$ cat src/rtl/psar_pkg.sv
// psar_pkg: shared constants, types and helpers for the partial sum/average reducer.
// No dependencies; imported by psar_ctrl, psar_dp and the top level (psar_ram does not use it).
package psar_pkg;

   localparam int MAX_ELEMENTS = 4096;
   localparam int MAX_PARTIALS = 256;

   localparam int VALUE_W    = 32;                      // Q16.16 sample width
   localparam int ACC_W      = 40;                      // accumulator width
   localparam int NP_W       = 9;                       // num_partials register width
   localparam int NE_W       = 13;                      // num_elements register width
   localparam int IDX_W      = 12;                      // element_index field width
   localparam int ELEM_CNT_W = $clog2(MAX_ELEMENTS);
   localparam int PART_CNT_W = (MAX_PARTIALS > 1) ? $clog2(MAX_PARTIALS) : 1;
   localparam int DIV_CNT_W  = $clog2(ACC_W);
   localparam int CSR_IDX_W  = 2;
   localparam int CSR_DATA_W = NE_W;

   typedef enum logic [CSR_IDX_W-1:0] {
      CSR_MODE         = 2'd0,
      CSR_NUM_PARTIALS = 2'd1,
      CSR_NUM_ELEMENTS = 2'd2
   } csr_index_type;

   // Controller to datapath
   typedef struct packed {
      logic capture;     // input transaction accepted, read accumulator
      logic acc_write;   // accumulate and write back, load divider
      logic div_step;    // one restoring divide step
      logic out_load;    // load output register
   } psar_cmd_type;

   // Datapath to controller
   typedef struct packed {
      logic last_partial;
      logic avg_mode;
      logic div_last;
   } psar_sts_type;

   function automatic logic [ACC_W-1:0] sat_add_acc(input logic [ACC_W-1:0] a,
                                                     input logic [ACC_W-1:0] b);
      logic [ACC_W:0] s;
      s = {a[ACC_W-1], a} + {b[ACC_W-1], b};
      if (s[ACC_W] != s[ACC_W-1]) begin
         return s[ACC_W] ? {1'b1, {(ACC_W-1){1'b0}}} : {1'b0, {(ACC_W-1){1'b1}}};
      end
      return s[ACC_W-1:0];
   endfunction

   // Saturate a signed ACC_W+1 bit value to the signed VALUE_W output range
   function automatic logic [VALUE_W-1:0] sat_out(input logic [ACC_W:0] v);
      logic [ACC_W-VALUE_W+1:0] top;
      top = v[ACC_W:VALUE_W-1];
      if ((top == '0) || (top == '1)) begin
         return v[VALUE_W-1:0];
      end
      return v[ACC_W] ? {1'b1, {(VALUE_W-1){1'b0}}} : {1'b0, {(VALUE_W-1){1'b1}}};
   endfunction

endpackage

$ cat src/rtl/psar_ctrl.sv
// psar_ctrl: sequencing state machine and output valid for the reducer.
// Depends on psar_pkg.
module psar_ctrl
   import psar_pkg::*;
(
   input  logic         clock,
   input  logic         reset,
   input  logic         req_valid,
   output logic         req_stall,
   output logic         rsp_valid,
   input  logic         rsp_stall,
   input  psar_sts_type sts,
   output psar_cmd_type cmd
);

   typedef enum logic [3:0] {
      S_IDLE = 4'b0001,
      S_ACC  = 4'b0010,
      S_DIV  = 4'b0100,
      S_EMIT = 4'b1000
   } state_type;

   state_type state_ff, state_in;
   logic      rsp_valid_ff, rsp_valid_in;
   logic      out_free;

   assign out_free  = !rsp_valid_ff || !rsp_stall;
   assign req_stall = (state_ff != S_IDLE);
   assign rsp_valid = rsp_valid_ff;

   always_comb begin
      state_in = state_ff;
      cmd      = '0;
      unique case (state_ff)
         S_IDLE: begin
            if (req_valid) begin
               cmd.capture = 1'b1;
               state_in    = S_ACC;
            end
         end
         S_ACC: begin
            cmd.acc_write = 1'b1;
            priority if (!sts.last_partial) begin
               state_in = S_IDLE;
            end else if (sts.avg_mode) begin
               state_in = S_DIV;
            end else begin
               state_in = S_EMIT;
            end
         end
         S_DIV: begin
            cmd.div_step = 1'b1;
            if (sts.div_last) begin
               state_in = S_EMIT;
            end
         end
         S_EMIT: begin
            if (out_free) begin
               cmd.out_load = 1'b1;
               state_in     = S_IDLE;
            end
         end
         default: begin
            state_in = S_IDLE;
         end
      endcase
   end

   always_comb begin
      priority if (cmd.out_load) begin
         rsp_valid_in = 1'b1;
      end else if (!rsp_stall) begin
         rsp_valid_in = 1'b0;
      end else begin
         rsp_valid_in = rsp_valid_ff;
      end
   end

   always_ff @(posedge clock) begin
      if (reset) begin
         state_ff     <= S_IDLE;
         rsp_valid_ff <= 1'b0;
      end else begin
         state_ff     <= state_in;
         rsp_valid_ff <= rsp_valid_in;
      end
   end

   // never overwrite a result that has not been taken
   a_no_overwrite: assert property (@(posedge clock) disable iff (reset)
      cmd.out_load |-> (!rsp_valid_ff || !rsp_stall))
      else $error("output register overwritten while stalled");

   a_accept_to_acc: assert property (@(posedge clock) disable iff (reset)
      (req_valid && !req_stall) |=> (state_ff == S_ACC))
      else $error("accepted transaction not followed by accumulate");

   a_div_only_avg: assert property (@(posedge clock) disable iff (reset)
      cmd.div_step |-> sts.avg_mode)
      else $error("divider stepped in sum mode");

   a_no_result_back_idle: assert property (@(posedge clock) disable iff (reset)
      (state_ff == S_ACC && !sts.last_partial) |=> (state_ff == S_IDLE && !cmd.out_load))
      else $error("non-final partial produced a result");

endmodule

$ cat config.mk
export PLATFORM = sky130hd
export DESIGN_NAME = psar_ctrl
export DESIGN_NICKNAME = d
export VERILOG_FILES = /design/src/rtl/psar_pkg.sv /design/src/rtl/psar_ctrl.sv
export SDC_FILE = /design/constraint.sdc
export NUM_CORES = 1
export LEC_CHECK = 0
export BUFFER_PORTS_ARGS = -buffer_cell sky130_fd_sc_hd__buf_4
export CORE_AREA = 2 2 39 41
export CTS_BUF_LIST = sky130_fd_sc_hd__clkbuf_8 sky130_fd_sc_hd__clkbuf_16
export DETAILED_ROUTE_END_ITERATION = 8
export DIE_AREA = 0 0 41 43
export SYNTH_ARGS = -nofsm -noshare
export SYNTH_HDL_FRONTEND = slang
export SYNTH_SLANG_ARGS = --single-unit
$ cat constraint.sdc
create_clock -name clock -period 3.78 [get_ports clock]
set_clock_uncertainty 0.2 [all_clocks]
set_input_delay 0.567 -clock clock [delete_from_list [all_inputs] [get_ports clock]]
set_output_delay 0.567 -clock clock [all_outputs]
set_load 0.03 [all_outputs]
; Yosys cells after proc, flatten, opt, wreduce, memory -nomap -nowiden
; Cells that the tools add are included.
[totals]
reg_bits = 5
inputBits = 7
wordCells = 29
[op_classes]
n_eq_ne = 9
n_mux = 14
n_reduce_logical = 4
[ops]
columns = operator, n
row1 = $mux 4, 5
row2 = $pmux 4 s4, 1
row3 = $mux 1, 8
row4 = $ne 2x2->1 const B, 3
row5 = $eq 4x1->1 const B, 1
row6 = $eq 4x2->1 const B, 1
row7 = $eq 4x3->1 const B, 1
row8 = $eq 4x4->1 const B, 1
row9 = $ne 4x1->1 const B, 1
row10 = $reduce_and 3->1, 1
row11 = $logic_not 1->1, 2
row12 = $ne 2x1->1 const B, 1
row13 = $logic_or 1x1->1, 1

; Logic depth before layout (Yosys ltp)
[depth]
word_depth = 5
mapped_depth = 3
ltp_nobuf = 3

; Worst setup path before layout
; No wires, ideal clock.
[synth_timing]
kind = register to output
start = reg state_ff[0]
end = out cmd[3] (netlist name)
arrival_time_ns = 1.633
required_ns = 3.013
setup_slack_ns = 1.380
path_stages_with_launch = 3
path_buffers = 0
cell_sequence = dfxtp_1 or4b_2 nor2_1
[synth_lines]
columns = element, line
row1 = start: declaration, psar_ctrl.sv:23  ; state_type state_ff, state_in;
row2 = start signal: assignment, psar_ctrl.sv:84  ; state_ff <= state_in;
row3 = end: declaration, psar_ctrl.sv:13  ; output psar_cmd_type cmd

==> flow_summary.yaml <==
status:
  status: "completed"
floorplanning:
  core_um2: 1380
  die_w_um: 41
  ios: 13
  die_h_um: 43
  fp-row-count: 14
  initial_core_util_pct: 20.1
  die-area_um2: 1760
grt:
  grt_pass1_wl_um: 1100
  grt_usage_pct: 9.54
  grt_max_degree: 9
  grt_overflow_total: 0
  grt_pass1_vias: 272
  antenna_found_initial: 0
power_and_ir_drop:
  power_frac_clock_pct: 51.0
  seqPwrFrac_pct: 32.6
  p_leak_nw: 0.186
  pwr-share-comb_pct: 16.3
  total_power_mw: 0.181
  irDropWorstVdd_v: 0.000152
  p_int_mw: 0.139
  netSwitchingFraction_pct: 23.2
  p_sw_mw: 0.0420
  powerDensity_nw_per_um2: 426
final_layout:
  finish.utilization_pct: 30.7
  syn2layout_area_growth_pct: 53.2
  drive_gt1_share_pct: 38.3
  diodes: 0
  nFillCells: 151
  layout.nets: 55
synthesis:
  ys.warnings.count: 0
  yosysUniqueCellTypes: 20
  synth_ff_type: "dfxtp_1"
  yosysSeqAreaShare_pct: 36.0
  synth_edf_count: 0
  yosys-top-cells-count: "dfxtp_1 (5), nor2_1 (5), a21oi_1 (4), nor4b_1 (2)"
  syn_nets: 39
  synth_top_area_share_pct: 36.0
  syn_avg_cell_area_um2: 8.68
  synth_area_um2: 278
  synth_seq_cells: 5
  syn_inst: 32
  post-synth-top-area-cell: "dfxtp_1"
  postSynth.asyncResetShare_pct: 0
  synth_area_leaders: "dfxtp_1 (36%), a21oi_1 (7.2%), nor2_1 (6.8%)"
sta:
  setup_ws_ns: 1.42
  rsz0062_at_grt: "no"
  finalHoldViolCount: 0
  fmax_mhz: 424
  relSlewSlack_pct: 71.0
  finalCriticalPeriod_ns: 2.36
  period_share_pct: 62.3
  worst_pin_slew_ns: 0.429
  drv_slew: 0
  tns_ns: 0
  setup_viol: 0
worst_hold_path:
  hold_path_class: "reg2reg"
job:
  max_cap_viol_count: 0
setup_path:
  path_cells: "or4b_2 -> nor2_1 -> buf_4"
  cp-end-kind: "output pin"
  critPathMaxFanout: 7
  reg2reg_slack_ns: 1.93
  path_delay_family: "simple AND/OR/NAND/NOR gates"
  cp.arrival_ns: 1.59
  crit_required_ns: 3.01
  crit_buf_inv: 1
  critPathKind: "reg2out"
  slowest_delay_ns: 0.67
  slowest_stage: "or4b_2"
  cp-start-kind: "flop"
routing:
  wl_um: 649
  vias_per_cell: 4.48
  drt_iter0_markers: 3
  vias: 282
  firstDrtPassIters: 2
  ant_nets: 0
  wl_per_cell_um: 10.3
  drc: 0
placed_design:
  place_ws_ns: 1.65
  port_buffers: 12
  place_congestion: 0.704
  dp_hpwl_um: 505
clocking:
  h-tree-depth: 1
  cts-root-buf: "clkbuf_8"
  numCtsBuffers: 3
  post_cts.repair.setup_buffers: 0
  clk-insertion-delay-late_ns: 0.21
  clk_pin_slew_worst_paths_ns: 0.03
  cts_tree: "yes"
  cts_resized: 0
  cts_buffer_depth: 2
  cts_hold_buf: 0
  clock_sinks: 5
==> state kept, by name (all words and copies together), names as in the netlist <==
| name | count |
|---|---|
| state_ff | 4 |
| rsp_valid | 1 |
==> tightest hold or removal path, cell delays in order (launching register included) <==
cell	delay, ns
dfxtp_1	0.31
nand2_1	0.08
a21oi_1	0.06
==> power by group through the flow <==
stage	registers, mW	clock network, mW	logic (mW)
2_1_floorplan	0.0591	0	0.0174
3_3_place_gp	0.0597	0	0.0297
3_5_place_dp	0.0598	0	0.0297
4_1_cts	0.0590	0.0950	0.0298
5_1_grt	0.0596	0.101	0.0318
6_report	0.0591	0.0925	0.0296
==> layout make-up <==
class	instances	area, um^2	area share [%]
multi-input cells	25	166	39.1
flip-flops and latches	5	100	23.5
repair buffers	12	90.1	21.2
clock buffers	3	41.3	9.71
well taps	16	20.0	4.71
clock inverters	1	3.75	0.882
inverters	1	3.75	0.882
==> path summary, 6_finish.rpt <==
kind | start | endpoint | cells after the start
min | rsp_valid | rsp_valid | 2
max reg2reg | state_ff[1] | state_ff[0] | 3
min reg2reg | rsp_valid | rsp_valid | 2
max | state_ff[0] | cmd[3] | 3
==> logic make-up after synthesis <==
family	after synthesis	synth area share, %
flops	5	36.0
compound gates	7	15.8
simple gates	17	41.0
buf+inv	2	4.05
xor+xnor	1	3.15
==> layer usage <==
metal	routed length, um	vias to the layer above	GRT usage (%)	share of wire, %
met5	0	-	0	0
met4	8	0	10.0	1.2
met3	32	2	1.57	4.9
met2	339	4	12.5	52
met1	269	126	11.9	41
li1	-	150	-	-
==> stage by stage <==
step | hold WS, ns | cell area (um^2) | cells
after floorplan | 0.390 | 278 | 32
after global placement | 0.279 | 380 | 59
after detailed placement | 0.289 | 380 | 59
after CTS | 0.301 | 425 | 63
after global routing | 0.349 | 425 | 63
final | 0.294 | 425 | 63
==> layout by cell type, fill, tap and decap left out, types with 2 or more instances in the layout <==
| cell | count |
|---|---|
| clkbuf_8 | 3 |
| buf_4 | 12 |
| inv_1 | 2 |
| dfxtp_1 | 5 |
| nor4b_1 | 2 |
| a21oi_1 | 4 |
| nor2_1 | 5 |
Power figures use the tool's default switching activity.
